$ cat src/rtl/core/pli_pkg.sv
// Shared types and constants for the plane / line intersection unit.
`timescale 1ns / 1ps
`default_nettype none

package pli_pkg;

   // Restoring divider steps: quotient bits produced before rounding.
   localparam int unsigned DivSteps = 34;

   // |den| below this value (1E-6 in Q.60, rounded up) means parallel.
   localparam logic [63:0] DenTol = 64'd1152921504607;

   // Rounded quotient above 2^33 always saturates.
   localparam logic [34:0] QuoLimit = 35'h2_0000_0000;

   localparam logic [31:0] NormalZReset = 32'h4000_0000;

   typedef enum logic [2:0] {
      CSR_NORMAL_X = 3'd0,
      CSR_NORMAL_Y = 3'd1,
      CSR_NORMAL_Z = 3'd2,
      CSR_ANCHOR_X = 3'd3,
      CSR_ANCHOR_Y = 3'd4,
      CSR_ANCHOR_Z = 3'd5
   } csr_index_type;

   typedef struct packed {
      logic               func;
      logic signed [31:0] line_point_x;
      logic signed [31:0] line_point_y;
      logic signed [31:0] line_point_z;
      logic signed [31:0] dir_x;
      logic signed [31:0] dir_y;
      logic signed [31:0] dir_z;
      logic [30:0]        seg_length;
   } req_type;

   typedef struct packed {
      logic               hit;
      logic signed [31:0] cross_x;
      logic signed [31:0] cross_y;
      logic signed [31:0] cross_z;
   } rsp_type;

   // Plane registers, element 0 is x.
   typedef struct packed {
      logic [2:0][31:0] normal;
      logic [2:0][31:0] anchor;
   } cfg_type;

   // One coordinate lane inside the divider.
   typedef struct packed {
      logic [63:0] rem;    // partial remainder
      logic [33:0] word;   // dividend bits shift out on top, quotient bits in below
      logic [31:0] point;  // line start coordinate
      logic        neg;    // offset sign
      logic        ovf;    // quotient certainly saturates
   } lane_type;

   typedef struct packed {
      logic             valid;
      logic             hit;
      logic [63:0]      dd;
      lane_type [2:0]   lane;
   } div_type;

endpackage

`default_nettype wire

$ cat src/rtl/core/pli_div_step.sv
// One registered restoring-division step for the three coordinate lanes.
`timescale 1ns / 1ps
`default_nettype none

module pli_div_step (
   input  wire logic             clock,
   input  wire logic             reset,
   input  wire logic             en,
   input  wire pli_pkg::div_type in_data,
   output pli_pkg::div_type      out_data
);
   import pli_pkg::*;

   div_type     out_ff, out_in;
   logic [64:0] shifted [3];
   logic [64:0] trial [3];
   logic        take [3];

   always_comb begin
      out_in = in_data;
      for (int i = 0; i < 3; i++) begin
         shifted[i] = {in_data.lane[i].rem, in_data.lane[i].word[33]};
         trial[i]   = shifted[i] - {1'b0, in_data.dd};
         take[i]    = shifted[i] >= {1'b0, in_data.dd};
         out_in.lane[i].rem  = take[i] ? trial[i][63:0] : shifted[i][63:0];
         out_in.lane[i].word = {in_data.lane[i].word[32:0], take[i]};
      end
   end

   always_ff @(posedge clock) begin
      if (reset) begin
         out_ff.valid <= 1'b0;
      end else if (en) begin
         out_ff <= out_in;
      end
   end

   assign out_data = out_ff;

endmodule

`default_nettype wire

$ cat config.mk
export PLATFORM = sky130hd
export DESIGN_NAME = pli_div_step
export DESIGN_NICKNAME = d
export VERILOG_FILES = /design/src/rtl/core/pli_pkg.sv /design/src/rtl/core/pli_div_step.sv
export SDC_FILE = /design/constraint.sdc
export NUM_CORES = 1
export LEC_CHECK = 0
export BUFFER_PORTS_ARGS = -buffer_cell sky130_fd_sc_hd__buf_2
export CORE_AREA = 2 2 364 366
export CTS_CLUSTER_SIZE = 24
export DETAILED_ROUTE_END_ITERATION = 16
export DIE_AREA = 0 0 366 368
export PLACE_DENSITY_LB_ADDON = 0.12
export SYNTH_ARGS = -nofsm -noshare
export SYNTH_HDL_FRONTEND = slang
export SYNTH_SLANG_ARGS = --single-unit
$ cat constraint.sdc
create_clock -name clock -period 55.8 [get_ports clock]
set_input_delay 5.58 -clock clock [delete_from_list [all_inputs] [get_ports clock]]
set_output_delay 5.58 -clock clock [all_outputs]
set_load 0.005 [all_outputs]
# Word level (Yosys, flattened, before mapping)
# Index checks and enable logic that the tools add are counted.
[totals]
regBits = 462
in_bits = 465
output_inout_bits = 462
elab_cells = 29
[classes]
add_sub_neg = 3
order_cmp = 3
n_mux = 3
n_bitwise = 1
reduce_logical = 1
[op_table]
columns = ["operator", "count"]
rows = [
  ["65-bit by 64-bit >= comparator with 1-bit output", 3],
  ["64-bit two-way mux", 3],
  ["64-bit subtractor", 3],
  ["2-bit AND reduction", 1],
  ["1-bit inverter", 1],
]

# Depth between registers and ports, before layout
# Gate-level depths: netlist of run 1.
[depth]
word_depth = 2
ltp_mapped = 17
depth_no_buf = 14

# Worst setup path after synthesis of run 1
# No wires, ideal clock.
[synth_path]
kind = "input port to flip-flop"
start = "input reset"
end = "register out_ff (netlist bit out_data[0]), enable pin"
setup_time_ps = 1358
arrival_ps = 25929
required_time_ps = 54442
path_slack_ps = 28513
path_stages = 1
n_path_buf = 0
path_cell_list = "nor2b_1"
[synth_between]
elab_chain_len = 2
[synth_lines]
columns = ["element", "line", "source"]
rows = [
  ["from (decl)", "pli_div_step.sv:7", "input wire logic reset,"],
  ["1-bit inverter (no source line)", "--", ""],
  ["2-bit AND reduction (no source line)", "--", ""],
  ["to (signal assigned)", "pli_div_step.sv:34", "out_ff <= out_in;"],
  ["to (decl)", "pli_div_step.sv:14", "div_type out_ff, out_in;"],
]
# Every way passes these cells.
# A chain may end at the register's enable or synchronous reset.

==> results.txt, run 1 <==
----------------------------------------------------
[Outcome]
  Result of the run ... completed

[Synthesis]
  Synth area leader ... sky130_fd_sc_hd__edfxtp_1
  Gate count of the mapped netlist ... 2,611
  Most used flip-flop cell after synthesis ... sky130_fd_sc_hd__edfxtp_1
  Fraction of post-synthesis cell area in the top cell type by area ... 49.8%
  Yosys cell types ... 78
  Number of nets in the synthesized netlist ... 3,271
  Post-synthesis instance area ... 27,800 um2
  Count leader, synth ... sky130_fd_sc_hd__edfxtp_1
  Ys Warns ... 0
  Number of flops mapped to enable cells by yosys ... 461
  #FFs+latches synth ... 462
  Fraction of registers with async set/reset ... 0%
  Part of the Yosys area used for sequential elements ... 49.9%
  Avg Inst Size Synth ... 10.6 um2
  Commonest cells in the netlist ... sky130_fd_sc_hd__edfxtp_1, sky130_fd_sc_hd__a21oi_1, sky130_fd_sc_hd__nand2_1
  Top post-synthesis cells by area ... sky130_fd_sc_hd__edfxtp_1, sky130_fd_sc_hd__ha_1, sky130_fd_sc_hd__a21oi_1

[Timing]
  Final Slew Violations ... 0
  Max frequency ... 103 MHz
  Worst rel slew slack ... 28.7%
  Final-report hold violation count ... 0
  Number of endpoints failing setup at the final stage ... 0
  Fin crit period ... 9.76 ns
  Worst-margin pin slew ... 1.07 ns
  Worst setup skew after layout ... 0 ns
  Worst-case setup margin in the final layout ... 46.04 ns
  Unrepaired setup endpoints after global routing ... false
  Final Cycle Share ... 17.5%
  Total Neg Setup Slack ... 0 ns

[Global route]
  Aggregate global routing overflow ... 0
  Antenna violations before repair ... 61
  Combined global-route utilization of all metal layers ... 19.9%
  Vias in the first global route ... 24.6k
  Largest net degree at the start of global routing ... 159
  Wire length of the first global-routing pass ... 190,000 um

[Clocking]
  Post-CTS setup buffer count ... 0
  Clock Tree Root ... sky130_fd_sc_hd__clkbuf_16
  Clock latency reported for the late side of the worst-skew pair ... 0.64 ns
  Quantity of gates resized following cts ... 0
  Number of buffers added to fix hold violations after cts ... 0
  Total CTS buffers ... 67
  CTS tree ... done
  Number of sinks on the clock net ... 462
  Clock slew at reported path FFs ... 0.05 ns
  Number of H-tree branching levels ... 3
  Clock Tree Buf Depth ... 3

[Drt]
  First drt pass iteration count ... 7
  Total number of vias ... 24.6k
  Average wire length per cell after detail routing ... 26.1 um
  Detailed Route WL ... 139,000 um
  DRC violation count after routing ... 0
  Via density ... 4.62
  Drt first-iter violations ... 1,733
  Count of nets left with antenna violations after detail routing ... 0

[Critical path]
  Depth of the worst register-to-register path ... 2
  Arrival time at the worst endpoint ... 10.15 ns
  Critical path peak fanout ... 78
  Kind of end point of the critical path ... register
  Worst EP required ... 56.20 ns
  Startpoint type of the worst setup path ... primary input
  Critical setup path kind ... in2reg

[Cells and area]
  Post-layout net count ... 4,174
  P&R area growth vs syn ... 31.2%
  Number of flip-flops in the largest register ... 462
  Share of final-layout standard cells stronger than drive strength 1 ... 30.5%
  Final non-filler cell total ... 5,329

[Placement]
  Placed cells ... 5,200
  Number of buffers added on ports ... 926
  RePlAce Congestion ... 0.866
  Post-DP HPWL ... 116,000 um
  Setup slack after placement ... 45.18 ns

[Power]
  Reported leakage power ... 15.2 nW
  Final Power ... 0.00112 W
  Power density normalized to cell area ... 30.7 nW/um2
  Max VDD drop ... 0.0153 mV

[Floorplan]
  Die area ... 135,000 um2
  Core ar. ... 131,000 um2
  Die outline height ... 368 um
  Initial Utilization ... 21.2%
  X dimension of the die ... 366 um
  Number of primary I/O pins ... 927
  Count of standard-cell rows ... 133

[Worst hold path]
  Worst hold path depth ... 2
  Hold Path Class ... reg2reg

[Run]
  Count of max-cap constraint violations ... 0

----------------------------------------------------
## cells in the final DEF, fill, tap and decap left out, types with 13 or more instances in the layout
cell type,Yosys,final
sky130_fd_sc_hd__o21ai_0,156,156
sky130_fd_sc_hd__buf_4,2,18
sky130_fd_sc_hd__nand2_1,222,222
sky130_fd_sc_hd__a21boi_0,13,13
sky130_fd_sc_hd__xor2_1,65,65
sky130_fd_sc_hd__o21ai_1,18,17
sky130_fd_sc_hd__nor2_1,170,170
sky130_fd_sc_hd__a211oi_1,14,14
sky130_fd_sc_hd__mux2_2,17,17
sky130_fd_sc_hd__and3_1,29,29
sky130_fd_sc_hd__a21o_1,81,81
sky130_fd_sc_hd__mux2_1,61,61
sky130_fd_sc_hd__inv_1,137,137
sky130_fd_sc_hd__a21oi_1,280,280
sky130_fd_sc_hd__clkbuf_16,0,67
sky130_fd_sc_hd__o211ai_1,15,15
sky130_fd_sc_hd__ha_1,192,192
sky130_fd_sc_hd__edfxtp_1,461,461
sky130_fd_sc_hd__buf_2,22,926
sky130_fd_sc_hd__clkbuf_1,79,18
sky130_fd_sc_hd__nor3_1,28,28
sky130_fd_sc_hd__nand4_1,60,60
sky130_fd_sc_hd__nand3_1,49,49
sky130_fd_sc_hd__nor4_1,14,13
sky130_fd_sc_hd__o21bai_1,55,55
sky130_fd_sc_hd__xnor2_1,106,106
sky130_fd_sc_hd__nand2b_1,22,22
sky130_fd_sc_hd__o21a_1,20,20
sky130_fd_sc_hd__nor2b_1,28,27
sky130_fd_sc_hd__a31oi_1,30,29
## final cells by class
| class | instances | area (um2) |
|---|---|---|
| fillers | 14103 | 94300 |
| flip-flops and latches | 462 | 13900 |
| multi-input cells | 1900 | 13000 |
| repair buffers | 945 | 4790 |
| well taps | 1755 | 2200 |
| clock buffers | 85 | 1740 |
| inverters | 138 | 518 |
| clock inverters | 33 | 362 |
| diodes | 11 | 27.5 |
## layer usage
layer	track usage (%)	vias up	share of wire, %
li1	-	11610	-
met1	21.6	11919	38
met2	37.8	821	53
met3	5.10	195	6.5
met4	4.96	60	2.3
met5	0	-	0.28
## stage by stage
stage          util, %  instance area (um2)  hold WS, ns
6_report          27.9                36500        0.501
5_1_grt           27.9                36400        0.572
4_1_cts           27.9                36400        0.507
3_5_place_dp      26.2                34300        0.493
3_3_place_gp      26.2                34300        0.476
2_1_floorplan        -                27800        0.485
## report_power, final
part	switching, W	internal, W	total [W]
combinational	0.000164	0.000103	0.000267
sequential	0.0000111	0.000422	0.000433
clock	0.000176	0.000243	0.000419
total	0.000351	0.000767	0.00112
## final timing paths
check | startpoint | end | slack (ns)
min | out_data[461] | out_data[461] | 0.50
min reg2reg | out_data[461] | out_data[461] | 0.50
max | in_data[419] | out_data[362] | 46.04
max reg2reg | out_data[461] | out_data[461] | 55.22
## cells by family (layout without fill, tap and decap cells)
family / Yosys count / count (layout) / share of synthesized area, %
adders and majority gates: 195 / 195 / 8.86
AOI/OAI and AO/OA: 775 / 775 / 17.3
buffers and inverters: 249 / 1201 / 3.68
other: 0 / 11 / 0
and+or+nand+nor: 675 / 675 / 11.5
DFF: 462 / 462 / 49.9
muxes: 84 / 84 / 3.38
xor gates and xnor gates: 171 / 171 / 5.39
## worst max-delay path, cell delays in order
cell and delay, ns:
sky130_fd_sc_hd__buf_2 0.12, sky130_fd_sc_hd__inv_1 0.18, sky130_fd_sc_hd__ha_1 0.38, sky130_fd_sc_hd__nand4_1 0.47, sky130_fd_sc_hd__inv_1 0.08, sky130_fd_sc_hd__a211oi_1 0.29
sky130_fd_sc_hd__o32ai_1 0.14, sky130_fd_sc_hd__a31oi_1 0.17, sky130_fd_sc_hd__buf_4 0.20, sky130_fd_sc_hd__a31oi_4 0.13, sky130_fd_sc_hd__a41o_1 0.35, sky130_fd_sc_hd__o21a_4 0.29
sky130_fd_sc_hd__a31oi_4 0.64, sky130_fd_sc_hd__buf_4 0.66, sky130_fd_sc_hd__mux2_1 0.38
(Power assumes the default switching activity.)
==> inputs of run 2 (changes only) <==
--- a/config.mk
+++ b/config.mk
@@ -6,10 +6,10 @@
 export NUM_CORES = 1
 export LEC_CHECK = 0
 export BUFFER_PORTS_ARGS = -buffer_cell sky130_fd_sc_hd__buf_2
-export CORE_AREA = 2 2 364 366
+export CORE_AREA = 2 2 361 363
 export CTS_CLUSTER_SIZE = 24
 export DETAILED_ROUTE_END_ITERATION = 16
-export DIE_AREA = 0 0 366 368
+export DIE_AREA = 0 0 363 365
 export PLACE_DENSITY_LB_ADDON = 0.12
 export SYNTH_ARGS = -nofsm -noshare
 export SYNTH_HDL_FRONTEND = slang
==> constraint.sdc (replaced) <==
create_clock -name clock -period 8.1 [get_ports clock]
set_input_delay 0.81 -clock clock [delete_from_list [all_inputs] [get_ports clock]]
set_output_delay 0.81 -clock clock [all_outputs]
set_load 0.005 [all_outputs]
==> run 2 against run 1 <==
Non-clock buffer count down 1; critical endpoint is now out_data[128]; flip-flop and latch count unchanged; largest power group unchanged; core utilization grew 0.33 points; combinational power grew to 6.8 times the previous value.
==> results.txt, run 2 (synthesis gave the netlist of run 1 again) <==
----------------------------------------------------
[Power]
  Reported leakage power ... 15.2 nW (-0.23%)
  Power density normalized to cell area ... 210 nW/um2 (+590%)
  Comb power frac ... 23.8% (about the same)
  Fraction of power consumed by sequential logic ... 39.0% (+0.3 points)
  Max VDD drop ... 0.174 mV (+1000%)
  Clock share of power ... 37.1% (-0.3 points)
  Sw frac ... 30.9% (-0.54 points)
  Final Power ... 0.00764 W (+580%)
  Internal power ... 0.00528 W (+590%)
  Power dissipated by switching net loads ... 0.00236 W (+570%)

[Drt]
  Drt first-iter violations ... 1,646 (-5.0%)
  Via density ... 4.65 (+0.61%)
  Detailed Route WL ... 138,000 um (-0.63%)
  DRC violation count after routing ... 0 (unchanged)
  Count of nets left with antenna violations after detail routing ... 0 (unchanged)
  Total number of vias ... 24.3k (-1.1%)
  First drt pass iteration count ... 5 (-2)
  Average wire length per cell after detail routing ... 26.4 um (+1.1%)

[Run]
  Count of max-cap constraint violations ... 0 (unchanged)

[Floorplan]
  Number of primary I/O pins ... 927 (unchanged)
  Core ar. ... 129,000 um2 (-1.6%)
  X dimension of the die ... 363 um (-0.82%)
  Die area ... 132,000 um2 (-1.6%)
  Count of standard-cell rows ... 132 (-0.75%)
  Die outline height ... 365 um (-0.82%)
  Initial Utilization ... 21.6% (+0.35 points)

[Worst hold path]
  End point of the worst hold path ... out_data[36]
  Min-delay src ... in_data[35]
  Worst hold path depth ... 1 (-1)
  Hold Path Class ... in2reg

[Cells and area]
  Number of flip-flops in the largest register ... 462 (unchanged)
  Leading cell types in the layout, fill and taps excluded ... sky130_fd_sc_hd__buf_2, sky130_fd_sc_hd__edfxtp_1, sky130_fd_sc_hd__a21oi_1
  Most common cell after layout, fill and taps aside ... sky130_fd_sc_hd__buf_2
  Sequential cell area in the final layout ... 13,900 um2 (unchanged)
  Share of final-layout standard cells stronger than drive strength 1 ... 30.3% (-0.18 points)
  Post-route standard cell area excluding fillers ... 36,300 um2 (-0.47%)
  P&R area growth vs syn ... 30.6%
  Area used by multi-input combinational logic ... 13,000 um2 (about the same)
  Filler cell count ... 13.8k (-2.4%)
  Post-layout net count ... 4,167 (-0.17%)

[Clocking]
  Clock Tree Root ... sky130_fd_sc_hd__clkbuf_16
  Clock Tree Buf Depth ... 3 (unchanged)
  Post-CTS setup buffer count ... 0 (unchanged)
  Quantity of gates resized following cts ... 0 (unchanged)
  Number of sinks on the clock net ... 462 (unchanged)
  Clock latency reported for the late side of the worst-skew pair ... 0.66 ns (+0.02 ns)
  Clock slew at reported path FFs ... 0.06 ns (about the same)
  Total CTS buffers ... 61 (-9.0%)
  Number of H-tree branching levels ... 2 (-1)
  Number of buffers added to fix hold violations after cts ... 0 (unchanged)
  CTS tree ... done

[Critical path]
  Worst reg2reg path endpoint ... out_data[461]
  Kind of end point of the critical path ... register
  Arrival time at the worst endpoint ... 5.40 ns (-4.75 ns)
  Sum of buffers and inverters on the critical path ... 3 (-2)
  R2r startpoint ... out_data[461]
  Critical path's slowest cell ... sky130_fd_sc_hd__nor4_1
  Depth of the worst register-to-register path ... 2 (unchanged)
  Critical path peak fanout ... 8 (-90%)
  Kind of cell with the highest combined delay on the critical path ... compound AO/OA/AOI/OAI gates
  Critical setup path kind ... in2reg
  Worst EP required ... 8.52 ns (-47.68 ns)
  Cells traversed along the worst timing path ... buf_2 > inv_1 > ha_1 > nand4_1 > nor4_1 > inv_1 > o221ai_1 > a211oi_1 > o21ai_0 > a21oi_1 > o41ai_1 > xor2_1 > mux2_2
  Startpoint type of the worst setup path ... primary input
  Most used cell, CP ... sky130_fd_sc_hd__inv_1
  Register-to-register path setup slack ... 7.51 ns (-47.71 ns)
  Slowest cell delay on critical path ... 1.23 ns (+0.57 ns)

[Global route]
  Aggregate global routing overflow ... 0 (unchanged)
  Vias in the first global route ... 24.2k (-1.6%)
  Antenna violations before repair ... 60 (-1.6%)
  Combined global-route utilization of all metal layers ... 19.9% (about the same)
  Wire length of the first global-routing pass ... 187,000 um (-1.4%)
  Largest net degree at the start of global routing ... 154 (-3.1%)

[Timing]
  Final-report hold violation count ... 0 (unchanged)
  Number of endpoints failing setup at the final stage ... 0 (unchanged)
  Worst setup skew after layout ... 0 ns (unchanged)
  Worst rel slew slack ... 4.67% (-24 points)
  Final Slew Violations ... 0 (unchanged)
  Worst-margin pin slew ... 1.42 ns (+0.347 ns)
  Fin crit period ... 4.98 ns
  Unrepaired setup endpoints after global routing ... false
  Max frequency ... 201 MHz
  Final Cycle Share ... 61.4%

[Placement]
  Post-placement cell area ... 34,200 um2 (-0.22%)
  Number of buffers added on ports ... 926 (unchanged)
  Post-DP HPWL ... 116,000 um (-0.60%)
  RePlAce Congestion ... 0.853 (-1.5%)

[Outcome]
  Result of the run ... completed

----------------------------------------------------
-- run 2: cell type report --
class	instances	share of cell area, %
Multi-Input combinational cell	1900	35.7
Inverter	138	1.43
Antenna cell	8	0.0552
Timing Repair Buffer	944	13.3
Tap cell	1675	5.78
Sequential cell	462	38.2
Clock buffer	71	4.31
Clock inverter	39	1.25
-- run 2: power by group through the flow --
stage / Combinational (W) / Sequential (W) / Clock [W]
floorplan: 0.000994 / 0.00305 / 0
detailed placement: 0.00184 / 0.00303 / 0
CTS: 0.00185 / 0.00299 / 0.00294
global placement: 0.00185 / 0.00303 / 0
finish: 0.00182 / 0.00298 / 0.00284
global route: 0.00201 / 0.00300 / 0.00301
-- run 2: through the flow --
step           setup slack, ns  setup TNS, ns  hold slack [ns]  instances  utilization, %
2_1_floorplan          -0.0272         -12.55            0.485       2611               -
3_3_place_gp              2.33              0            0.478       5119            26.6
3_5_place_dp              2.38              0            0.503       5119            26.6
4_1_cts                   3.11              0            0.244       5229            28.2
5_1_grt                   2.94              0            0.263       5231            28.2
6_report                  3.12              0            0.294       5237            28.2
-- run 2: worst max-delay path by stage --
stage                          to          from  cells after the start
finish              out_data[128]  in_data[412]                     13
global route        out_data[128]  in_data[413]                     13
CTS                 out_data[128]  in_data[413]                     13
detailed placement  out_data[128]  in_data[413]                     13
global placement    out_data[128]  in_data[413]                     13
floorplan             out_data[0]            en                      1
-- run 2: routing by layer --
| metal | global-route usage, % | vias to the layer above | share of wire [%] |
|---|---|---|---|
| li1 | - | 11577 | - |
| met1 | 21.9 | 11697 | 38 |
| met2 | 37.9 | 799 | 53 |
| met3 | 5.42 | 191 | 7.0 |
| met4 | 3.56 | 64 | 1.9 |
| met5 | 0 | - | 0.30 |
