`src/rtl/core/pli_pkg.sv`:
```
// Shared types and constants for the plane / line intersection unit.
`timescale 1ns / 1ps
`default_nettype none

package pli_pkg;

   // Restoring divider steps: quotient bits produced before rounding.
   localparam int unsigned DivSteps = 34;

   // |den| below this value (1E-6 in Q.60, rounded up) means parallel.
   localparam logic [63:0] DenTol = 64'd1152921504607;

   // Rounded quotient above 2^33 always saturates.
   localparam logic [34:0] QuoLimit = 35'h2_0000_0000;

   localparam logic [31:0] NormalZReset = 32'h4000_0000;

   typedef enum logic [2:0] {
      CSR_NORMAL_X = 3'd0,
      CSR_NORMAL_Y = 3'd1,
      CSR_NORMAL_Z = 3'd2,
      CSR_ANCHOR_X = 3'd3,
      CSR_ANCHOR_Y = 3'd4,
      CSR_ANCHOR_Z = 3'd5
   } csr_index_type;

   typedef struct packed {
      logic               func;
      logic signed [31:0] line_point_x;
      logic signed [31:0] line_point_y;
      logic signed [31:0] line_point_z;
      logic signed [31:0] dir_x;
      logic signed [31:0] dir_y;
      logic signed [31:0] dir_z;
      logic [30:0]        seg_length;
   } req_type;

   typedef struct packed {
      logic               hit;
      logic signed [31:0] cross_x;
      logic signed [31:0] cross_y;
      logic signed [31:0] cross_z;
   } rsp_type;

   // Plane registers, element 0 is x.
   typedef struct packed {
      logic [2:0][31:0] normal;
      logic [2:0][31:0] anchor;
   } cfg_type;

   // One coordinate lane inside the divider.
   typedef struct packed {
      logic [63:0] rem;    // partial remainder
      logic [33:0] word;   // dividend bits shift out on top, quotient bits in below
      logic [31:0] point;  // line start coordinate
      logic        neg;    // offset sign
      logic        ovf;    // quotient certainly saturates
   } lane_type;

   typedef struct packed {
      logic             valid;
      logic             hit;
      logic [63:0]      dd;
      lane_type [2:0]   lane;
   } div_type;

endpackage

`default_nettype wire

```
`src/rtl/core/pli_back.sv`:
```
// Back stages: round the quotient, offset the start point by it, saturate, zero a miss.
`timescale 1ns / 1ps
`default_nettype none

module pli_back (
   input  wire logic             clock,
   input  wire logic             reset,
   input  wire logic             en,
   input  wire pli_pkg::div_type in_data,
   output logic                  out_valid,
   output pli_pkg::rsp_type      out_data
);
   import pli_pkg::*;

   // round
   logic              v1_ff, hit1_ff;
   logic [34:0]       q1_ff [3];
   logic [2:0]        big1_ff, neg1_ff;
   logic [2:0][31:0]  p1_ff;
   // add
   logic              v2_ff, hit2_ff;
   logic [2:0]        big2_ff, neg2_ff;
   logic signed [35:0] sum2_ff [3];
   // saturate
   logic              v3_ff;
   rsp_type           rsp_ff;
   logic [31:0]       coord [3];
   logic [34:0]       q_round [3];

   always_comb begin
      for (int i = 0; i < 3; i++) begin
         q_round[i] = {1'b0, in_data.lane[i].word} +
                      {34'b0, in_data.lane[i].rem >= (in_data.dd - in_data.lane[i].rem)};
      end
   end

   always_comb begin
      for (int i = 0; i < 3; i++) begin
         if (big2_ff[i]) begin
            coord[i] = neg2_ff[i] ? 32'h8000_0000 : 32'h7FFF_FFFF;
         end else if (sum2_ff[i][35:31] != {5{sum2_ff[i][35]}}) begin
            coord[i] = sum2_ff[i][35] ? 32'h8000_0000 : 32'h7FFF_FFFF;
         end else begin
            coord[i] = sum2_ff[i][31:0];
         end
      end
   end

   always_ff @(posedge clock) begin
      if (reset) begin
         v1_ff <= 1'b0;
         v2_ff <= 1'b0;
         v3_ff <= 1'b0;
      end else if (en) begin
         v1_ff <= in_data.valid;
         v2_ff <= v1_ff;
         v3_ff <= v2_ff;
      end
   end

   always_ff @(posedge clock) begin
      if (en) begin
         hit1_ff <= in_data.hit;
         for (int i = 0; i < 3; i++) begin
            q1_ff[i]   <= q_round[i];
            big1_ff[i] <= in_data.lane[i].ovf || (q_round[i] > QuoLimit);
            neg1_ff[i] <= in_data.lane[i].neg;
            p1_ff[i]   <= in_data.lane[i].point;
         end

         hit2_ff <= hit1_ff;
         big2_ff <= big1_ff;
         neg2_ff <= neg1_ff;
         for (int i = 0; i < 3; i++) begin
            sum2_ff[i] <= neg1_ff[i]
               ? $signed({{4{p1_ff[i][31]}}, p1_ff[i]}) - $signed({1'b0, q1_ff[i]})
               : $signed({{4{p1_ff[i][31]}}, p1_ff[i]}) + $signed({1'b0, q1_ff[i]});
         end

         rsp_ff.hit     <= hit2_ff;
         rsp_ff.cross_x <= hit2_ff ? coord[0] : '0;
         rsp_ff.cross_y <= hit2_ff ? coord[1] : '0;
         rsp_ff.cross_z <= hit2_ff ? coord[2] : '0;
      end
   end

   assign out_valid = v3_ff;
   assign out_data  = rsp_ff;

endmodule

`default_nettype wire

```
`config.mk`:
```
export PLATFORM = sky130hd
export DESIGN_NAME = pli_back
export DESIGN_NICKNAME = d
export VERILOG_FILES = /design/src/rtl/core/pli_pkg.sv /design/src/rtl/core/pli_back.sv
export SDC_FILE = /design/constraint.sdc
export NUM_CORES = 1
export LEC_CHECK = 0
export BUFFER_PORTS_ARGS = -buffer_cell sky130_fd_sc_hd__buf_2
export CORE_AREA = 10 10 307 309
export CTS_CLUSTER_DIAMETER = 200
export DETAILED_ROUTE_END_ITERATION = 10
export DIE_AREA = 0 0 317 319
export PLACE_DENSITY_LB_ADDON = 0.08
export SKIP_CTS_REPAIR_TIMING = 1
export SLEW_MARGIN = 40
export SYNTH_ARGS = -nofsm -noshare
export SYNTH_HDL_FRONTEND = slang
export SYNTH_SLANG_ARGS = --single-unit
```
`constraint.sdc`:
```
create_clock -name clock -period 11.9 [get_ports clock]
set_clock_uncertainty 0.1 [all_clocks]
set_input_delay 3.57 -clock clock [delete_from_list [all_inputs] [get_ports clock]]
set_output_delay 3.57 -clock clock [all_outputs]
set_load 0.1 [all_outputs]
```
### Yosys cells after proc, flatten, opt, wreduce, memory -nomap -nowiden

Memories as Yosys holds them, arrays and structs flattened.
Index checks and enable logic that the tools add are counted.

| word-level totals | value |
|---|---|
| register bits after elaboration | 210 |
| bits in latches | 0 |
| bits in writable memories | 213 |
| memory bits (read-only) | 0 |
| bits of input ports | 465 |
| output and inout port bits | 98 |
| word-level logic and storage cells | 59 |
| memories | 2 |

| operators by class | value |
|---|---|
| add/sub/neg operators | 12 |
| multiply operators | 0 |
| div/mod/pow operators | 0 |
| $lt $le $gt $ge | 6 |
| equality and inequality tests | 3 |
| shift-type cells | 0 |
| muxes and demuxes | 17 |
| bitwise operators | 0 |
| reduce and logical (&&, ||, !) cells | 3 |

Memories:

| name | depth | bits a word | read ports | clocked after Yosys merged registers in | wr ports | RTL line | text |
|---|---|---|---|---|---|---|---|
| sum2_ff | 3 | 36 | 3 | 0 | 3 | pli_back.sv:23 | `logic signed [35:0] sum2_ff [3];` |
| q1_ff | 3 | 35 | 3 | 0 | 3 | pli_back.sv:17 | `logic [34:0] q1_ff [3];` |

Operators with widths:

| cell | count |
|---|---|
| 32-bit two-way mux | 12 |
| 64-bit greater-or-equal comparator | 3 |
| 64-bit subtractor | 3 |
| 32-bit by 36-bit adder with 36-bit output | 3 |
| 36-bit two-way mux | 3 |
| 32-bit by 36-bit subtractor with 36-bit output | 3 |
| 34-bit by 1-bit adder with 35-bit output | 3 |
| 35-bit by 34-bit > comparator with 1-bit output, second input constant | 3 |
| 4-bit inequality test | 3 |
| 1-bit logical OR | 3 |
| 1-bit two-way mux | 2 |

### Longest topological paths before layout

Gate-level depths: netlist of run 1.

| logic depth | value |
|---|---|
| word-level depth | 5 |
| mapped depth | 39 |
| gate-level depth less buffers | 38 |

### Least setup slack after synthesis of run 1

No wires, ideal clock.

| timing | value |
|---|---|
| kind | in2reg |
| start point | input port in_data[396] (netlist bit) |
| end point | register big1_ff[0] (data pin) |
| library setup time | 0.259 ns |
| arrival time | 10.151 ns |
| data required time | 11.541 ns |
| path slack | 1.390 ns |
| stages | 37 |
| path buffers | 0 |
| path through | inv_1 -> ha_1 -> inv_1 -> fa_1 -> a21o_1 -> a221oi_4 -> o311ai_4 -> o21a_1 -> a21oi_4 -> o21ai_2 -> a221oi_2 -> nand2_1 -> a221o_1 -> a21oi_1 -> xnor2_1 -> ha_1 -> a21o_1 -> a21o_1 -> a21o_1 -> a21o_1 -> a21oi_1 -> nor2b_1 -> o21ai_0 -> o31ai_1 -> a2111oi_0 -> o31ai_1 -> ha_1 -> ha_1 -> inv_1 -> or4_1 -> or2_2 -> nor2_1 -> xor2_1 -> or4_1 -> nor3_1 -> nand3_1 -> a211o_1 |

RTL lines:

| element | RTL line | text |
|---|---|---|
| start, declared | pli_back.sv:9 | `input wire pli_pkg::div_type in_data,` |
| end signal, assigned by index | pli_back.sv:66 | `big1_ff[i] <= in_data.lane[i].ovf \|\| (q_round[i] > QuoLimit);` |
| end, declared | pli_back.sv:18 | `logic [2:0] big1_ff, neg1_ff;` |

==> results of run 1 <==
## worst max-delay path: cells and delay by family
family,cells,cell delay [ns]
AND/OR/NAND/NOR,7,1.26
XOR/XNOR,2,0.28
buffers and inverters,5,0.62
AO/OA/AOI/OAI,20,4.57
adder cells (fa/ha/maj),5,1.32
## layout by cell type (no fill, tap or decap), drive strengths merged, types with 37 or more instances in the layout
cell type,instances
buf,614
a21oi,521
ha,495
edfxtp,420
nand2,372
xnor2,333
inv,323
nor2,287
a21o,223
o21ai,221
xor2,152
nand4,132
nand3,104
nor3,89
o21bai,68
nor2b,62
nand2b,49
clkbuf,47
a31oi,39
diode,37
## area by class of cell
cell class	instances	area, um2	share of cell area, %
diodes	37	92.6	0.205
clock buffers	47	1100	2.44
multi-input cells	3559	25000	55.5
well taps	1165	1460	3.23
flip-flops and latches	423	12700	28.1
inverters	317	1190	2.64
repair buffers	614	3300	7.31
clock inverters	27	241	0.536
## final timing paths
| check | end | slack [ns] | cells after the start |
|---|---|---|---|
| setup / recovery | big1_ff[0]$_DFFE_PP_ | 0.49 | 39 |
| hold / removal | big2_ff[1]$_DFFE_PP_ | 0.33 | 0 |
| setup reg to reg | sum2_ff[0][70]$_DFFE_PP_ | 6.80 | 20 |
| hold reg to reg | big2_ff[1]$_DFFE_PP_ | 0.33 | 0 |
## cells by family (layout without fill, tap and decap cells)
logic type | count (synthesis) | count (layout)
AO/OA/AOI/OAI | 1304 | 1304
XOR/XNOR | 485 | 485
adder cells (fa/ha/maj) | 501 | 501
buffers and inverters | 442 | 1005
flip-flops | 423 | 423
multiplexers | 9 | 9
other | 0 | 37
AND/OR/NAND/NOR | 1260 | 1260
## registers in the layout (all words and copies together), names as in the netlist
signal and cells:
p1_ff 96, v2_ff 1, v1_ff 1, neg1_ff 3, hit2_ff 1, sum2_ff 108, out_data 97, big2_ff 3
neg2_ff 3, q1_ff 105, out_valid 1, big1_ff 3, hit1_ff 1
## power by group through the flow
stage / logic (mW) / registers, mW / clock network, mW
floorplan: 1.58 / 2.27 / 0
CTS: 2.48 / 2.03 / 1.34
detailed placement: 2.47 / 2.06 / 0
global placement: 2.47 / 2.05 / 0
global route: 2.77 / 2.05 / 1.39
finish: 2.49 / 2.03 / 1.30
## layer usage
metal	global-route usage, %	part of all wire (%)	vias to the layer above
met5	0	0.24	-
met4	7.82	2.8	46
met3	5.12	7.2	186
met2	39.9	47	886
met1	29.1	42	15573
li1	-	-	17330
==> impl_results.md, run 1 <==
* Post-synthesis mux area share at less than 1%
* Final hold slack at 0.331 ns
* Most common cell in the synthesized netlist: a21oi_1
* Num CTS Buffers at 42
* DP HPWL at around 100,000 um
* Asr flop ratio synth at 0%
* F_max at between 80 and 90 MHz
* CTS Buffer Depth at 3
* Initial detailed-routing violation count at 2,088
* Sw frac at approximately 38%
* DRC Markers at 0
* Top FF cell, synth: edfxtp_1
* Final setup margin at ~0.49 ns
* Die ar. at ~0.10 mm2
* Layout Utilization at just over 50%
* Mean Syn Cell Area at 8.88 um2
* Syn. warnings at 0
* Crit path capture type: register
* Post-Synth Adder-Cell Area at about 16%
* Cell row count at roughly 110
* Worst hold path type: register to register
* Share of layout cells above drive strength 1 at between 10% and 20%
* Syn nets at roughly 5,400
* Placed inst area at about 0.044 mm2
* Worst r2r src: q1_ff[0][40]$_DFFE_PP_
* Part of the power in combinational logic at between 40 and 50%
* Largest net degree at the start of global routing at approximately 160
* Minimum clock period at ~11 ns
* H-tree depth at 2
* First drt pass iteration count at 5
* Netlist cell types at a little over 90
* WL final at roughly 120,000 um
* Final Max Slew Viols at 0
* Post-DR vias/cell at between 5 and 6
* PD cells at around 130 mW/mm2
* Worst path slowest cell: a2111oi_2
* TNS Setup at 0 ns
* Crit path arrival time at between 10 and 15 ns
* Via count at roughly 34,000
* Fin cells at ~6,200
* Status: completed
* Core area at 0.0880 mm2
* Cells after Synth at about 4,400
* Max_slew headroom at 52.5%
* Fill cell count at between 8,000 and 9,000
* Crit-path max FO at 4
* CTS Root Cell: clkbuf_16
* Initial core utilization at 44.7%
* Max incr delay on CP at approximately 0.44 ns
* Tcrit/Tclk final at 95.9%
* Largest family of logic cells by synthesized area: compound AO/OA/AOI/OAI gates
* Sink Count at 423
* Overall power at between 5 and 6 mW
* CTS tree: yes
* Chip Height at about 320 um
* Max rail drop VDD at around 0.13 mV
* Synth Area in Compound Gates at 20.8%
* Max-cap viol count at 0
* Post-route antenna net violation count at 0
* Final hold violations at 0
* Finished Cell Area at roughly 0.045 mm2
* Yosys reg bits at 423
* Seq/Total Area, Yosys at around a third
* Port Buffer Count at between 500 and 600
* Setup crit start kind: input port
* Synth Area in Simple Gates at between 15 and 20%
* Initial antenna violation count at 62
* Worst-Margin Slew at between 0.7 and 0.8 ns
* Clk network pwr share at between 20% and 30%
* Mapped Area at about 0.039 mm2
* Area contributors post-synth: edfxtp_1, ha_1, xnor2_1
* Post-synth top cells: a21oi_1, ha_1, edfxtp_1
* RSZ-0062 raised after global routing: false
* Final net count at about 5,900
* Setup slack after placement at -0.461 ns
* Ports at 563
* Flop pwr share at between 30% and 40%
* Vias in the first global route at between 30,000 and 40,000
* Area added between synthesis and finish at 14.7%
* Setup crit start: in_data[396]
* Die width at between 300 and 400 um
* Crit-path most repeated cell: a21o_1
* Clk_lat worst skew at approximately 0.55 ns
* Avg WL per Cell at roughly 20 um
* First-pass GRT wire length at between 150,000 and 200,000 um
* Hold Crit Start: big1_ff[1]$_DFFE_PP_
* Yosys top cell area share at between 30% and 40%
* GRT Overall Usage at a little under a quarter
* Psw at about 2.2 mW
* Pleak at around 20 nW
* Final Wtd Congestion at about 0.95
* WP data required at 12.10 ns
* Internal Power at ~3.6 mW
* Yosys top cell by area: edfxtp_1
* Total grt overflow at 0
* Final setup viols at 0
* Crit Path Class: input port to register
* Post-Synth XOR/XNOR Area at a little over a tenth
* Post-synth EDFFs at 420
* Reg clk slew, reported paths at roughly 0.06 ns
* Cells after DPL at roughly 6,100
No activity file was read; power rests on OpenSTA's default activity.
==> inputs of run 2 (changes only) <==
--- a/config.mk
+++ b/config.mk
@@ -5,11 +5,12 @@
 export SDC_FILE = /design/constraint.sdc
 export NUM_CORES = 1
 export LEC_CHECK = 0
+export ABC_AREA = 1
 export BUFFER_PORTS_ARGS = -buffer_cell sky130_fd_sc_hd__buf_2
-export CORE_AREA = 10 10 307 309
+export CORE_AREA = 10 10 336 338
 export CTS_CLUSTER_DIAMETER = 200
 export DETAILED_ROUTE_END_ITERATION = 10
-export DIE_AREA = 0 0 317 319
+export DIE_AREA = 0 0 346 348
 export PLACE_DENSITY_LB_ADDON = 0.08
 export SKIP_CTS_REPAIR_TIMING = 1
 export SLEW_MARGIN = 40
==> run 2 against run 1 <==
  * Largest cell class unchanged
  * Critical path type unchanged
  * Count of clock-buffer cells in the layout decreased by 4
  * Global-route usage increased by 6.2 points
  * Area after synthesis rose by 20%
==> impl_results.md, run 2 <==
* Vias in the first global route at 46,266
* Most common cell in the synthesized netlist: nand2_1
* F_max at around 110 MHz
* Hold Path Depth at 0
* Crit-path most repeated cell: nand2_1
* H-tree depth at 2
* Reg clk slew, reported paths at around 0.070 ns
* Max reg flops at about 110
* PD cells at 116 mW/mm2
* Crit path capture type: register
* Most flops, register: sum2_ff
* CTS Root Cell: clkbuf_16
* Max_slew headroom at 47.9%
* Mean Syn Cell Area at 6.63 um2
* Tcrit/Tclk final at about 80%
* Max layer used: met5
* Max-cap viol count at 0
* Final net count at 8,654
* WL met1 at around 77,000 um
* Reg2reg path depth at 12
* Clk_lat worst skew at about 0.57 ns
* Max rail drop VDD at around 0.11 mV
* Port Buffer Count at between 500 and 600
* Netlist cell types at 55
* Total grt overflow at 0
* Commonest non-fill, non-tap cell in the layout: nand2_1
* DP HPWL at between 150,000 and 200,000 um
* Top FF cell, synth: edfxtp_1
* Worst r2r src: neg1_ff[1]$_DFFE_PP_
* Worst hold path type: register to register
* Area added between synthesis and finish at 12.6%
* Crit path arrival time at between 9 and 10 ns
* Yosys reg bits at 423
* Core area at approximately 0.11 mm2
* Worst path slowest cell: nor3b_1
* Largest net degree at the start of global routing at about 150
* Post-route antenna net violation count at 0
* Reg2Reg Capture Point: sum2_ff[0][66]$_DFFE_PP_
* Final hold slack at between 0.3 and 0.4 ns
* Final Wtd Congestion at 1.11
* Status: completed
* Hold Crit Start: big1_ff[2]$_DFFE_PP_
* Final Max Slew Viols at 0
* Share of layout cells above drive strength 1 at a little under a tenth
* Yosys top cell area share at between 20% and 30%
* Yosys top cell by area: edfxtp_1
* Ports at between 500 and 600
* Layout Utilization at between 50 and 60%
* Worst-Margin Slew at 0.774 ns
* WL met3 at 14,100 um
* Post-DR vias/cell at roughly 5.2
* Avg WL per Cell at just over 20 um
* Num CTS Buffers at 39
* CTS Buffer Depth at 3
* Post-synth top cells: nand2_1, inv_1, nor2_1
* Cell row count at 120
* Final setup viols at 0
* Crit-path max FO at 6
* GRT Overall Usage at 29.7%
* RSZ-0062 raised after global routing: false
* Setup crit start: in_data[398]
* First drt pass iteration count at 6
* Initial core utilization at between 40% and 50%
* Crit Path Class: input port to register
* Met2 wire len at around 85,000 um
* Syn nets at around 8,100
* Setup crit start kind: input port
* Initial antenna violation count at 73
* Initial detailed-routing violation count at around 3,700
* Syn. warnings at 0
* Post-synth EDFFs at 420
* Most frequent cells in the layout: nand2_1, inv_1, nor2_1
* WP data required at 12.12 ns
* Pleak at about 26 nW
* Die ar. at 0.120 mm2
* Die width at around 350 um
* Seq/Total Area, Yosys at approximately 27%
* Asr flop ratio synth at 0%
* CP endpoint: big1_ff[1]$_DFFE_PP_
* WL final at ~190,000 um
* Mapped Area at between 0.04 and 0.05 mm2
* Minimum clock period at ~9.3 ns
* Area contributors post-synth: edfxtp_1, nand2_1, ha_1
* Via count at roughly 48,000
* R2r setup slk at 7.74 ns
* CTS tree: yes
* Cells after Synth at about 7,000
* Sink Count at roughly 420
* First-pass GRT wire length at 275,000 um
* DRC Markers at 0
* TNS Setup at 0 ns
* Chip Height at around 350 um
* Final hold violations at 0
* Max incr delay on CP at approximately 0.42 ns
==> run 2: cell types whose count changed after synthesis, moves of 49 or more <==
cell | previous run | this run
a21o_1 | 223 | 42
a21oi_1 | 520 | 587
clkbuf_1 | 119 | 46
inv_1 | 317 | 1161
nand2_1 | 372 | 1811
nand2b_1 | 49 | 0
nand3_1 | 102 | 297
nand3b_1 | 3 | 80
nand4_1 | 132 | 73
nor2_1 | 285 | 1004
nor2b_1 | 61 | 1
o21ai_0 | 210 | 398
xnor2_1 | 333 | 138
==> run 2: power by group <==
part	leakage, nW	switching [mW]	internal (mW)
registers	4.17	0.0898	1.92
clock network	0.641	0.570	0.735
logic	20.7	1.94	0.915
total	25.5	2.60	3.57
==> run 2: layer usage <==
layer  vias to the layer above  global-route usage (%)
met5                         -                       0
met4                        42                    16.6
met3                       371                    6.08
met2                      1556                    49.4
met1                     21620                    35.7
li1                      24457                       -
==> run 2: logic make-up (layout without fill, tap and decap cells) <==
| family | after synthesis | in the layout | synth area share, % |
|---|---|---|---|
| AO/OA/AOI/OAI | 1213 | 1213 | 14.0 |
| XOR/XNOR | 320 | 320 | 5.93 |
| adder cells (fa/ha/maj) | 501 | 501 | 13.3 |
| buffers and inverters | 1220 | 1806 | 9.68 |
| flip-flops | 423 | 423 | 26.8 |
| other | 0 | 43 | 0 |
| AND/OR/NAND/NOR | 3453 | 3453 | 30.2 |
==> run 2: how the worst min path moves through the flow <==
stage                      endpoint  slack, ns
2_1_floorplan  big2_ff[0]$_DFFE_PP_       0.30
3_3_place_gp   big2_ff[1]$_DFFE_PP_       0.30
3_5_place_dp   big2_ff[1]$_DFFE_PP_       0.31
4_1_cts        big2_ff[2]$_DFFE_PP_       0.33
5_1_grt        big2_ff[2]$_DFFE_PP_       0.33
6_report       big2_ff[2]$_DFFE_PP_       0.32
==> run 2: cell type report <==
cell class,instances,area [um2]
Antenna cell,43,108
Clock buffer,43,1010
Clock inverter,26,308
Fill cell,11183,53000
Inverter,1165,4370
Multi-Input combinational cell,5487,30100
Sequential cell,423,12700
Tap cell,1403,1760
Timing Repair Buffer,572,2980
==> run 2: stage by stage <==
stage	worst slack (ns)	total power, mW	std cells	instance area (um2)
after floorplan	3.88	3.98	7130	47300
after global placement	2.14	4.84	9047	51700
after detailed placement	2.11	4.86	9049	51800
after CTS	2.69	6.18	9118	53100
after global routing	2.11	6.60	9138	53200
final	2.57	6.17	9162	53300
==> run 2: worst max-delay path, delay by kind of cell <==
family,cells,cell delay (ns)
compound gates,2,0.47
fa+ha+maj,4,1.17
buf+inv,2,0.31
simple gates,30,4.01
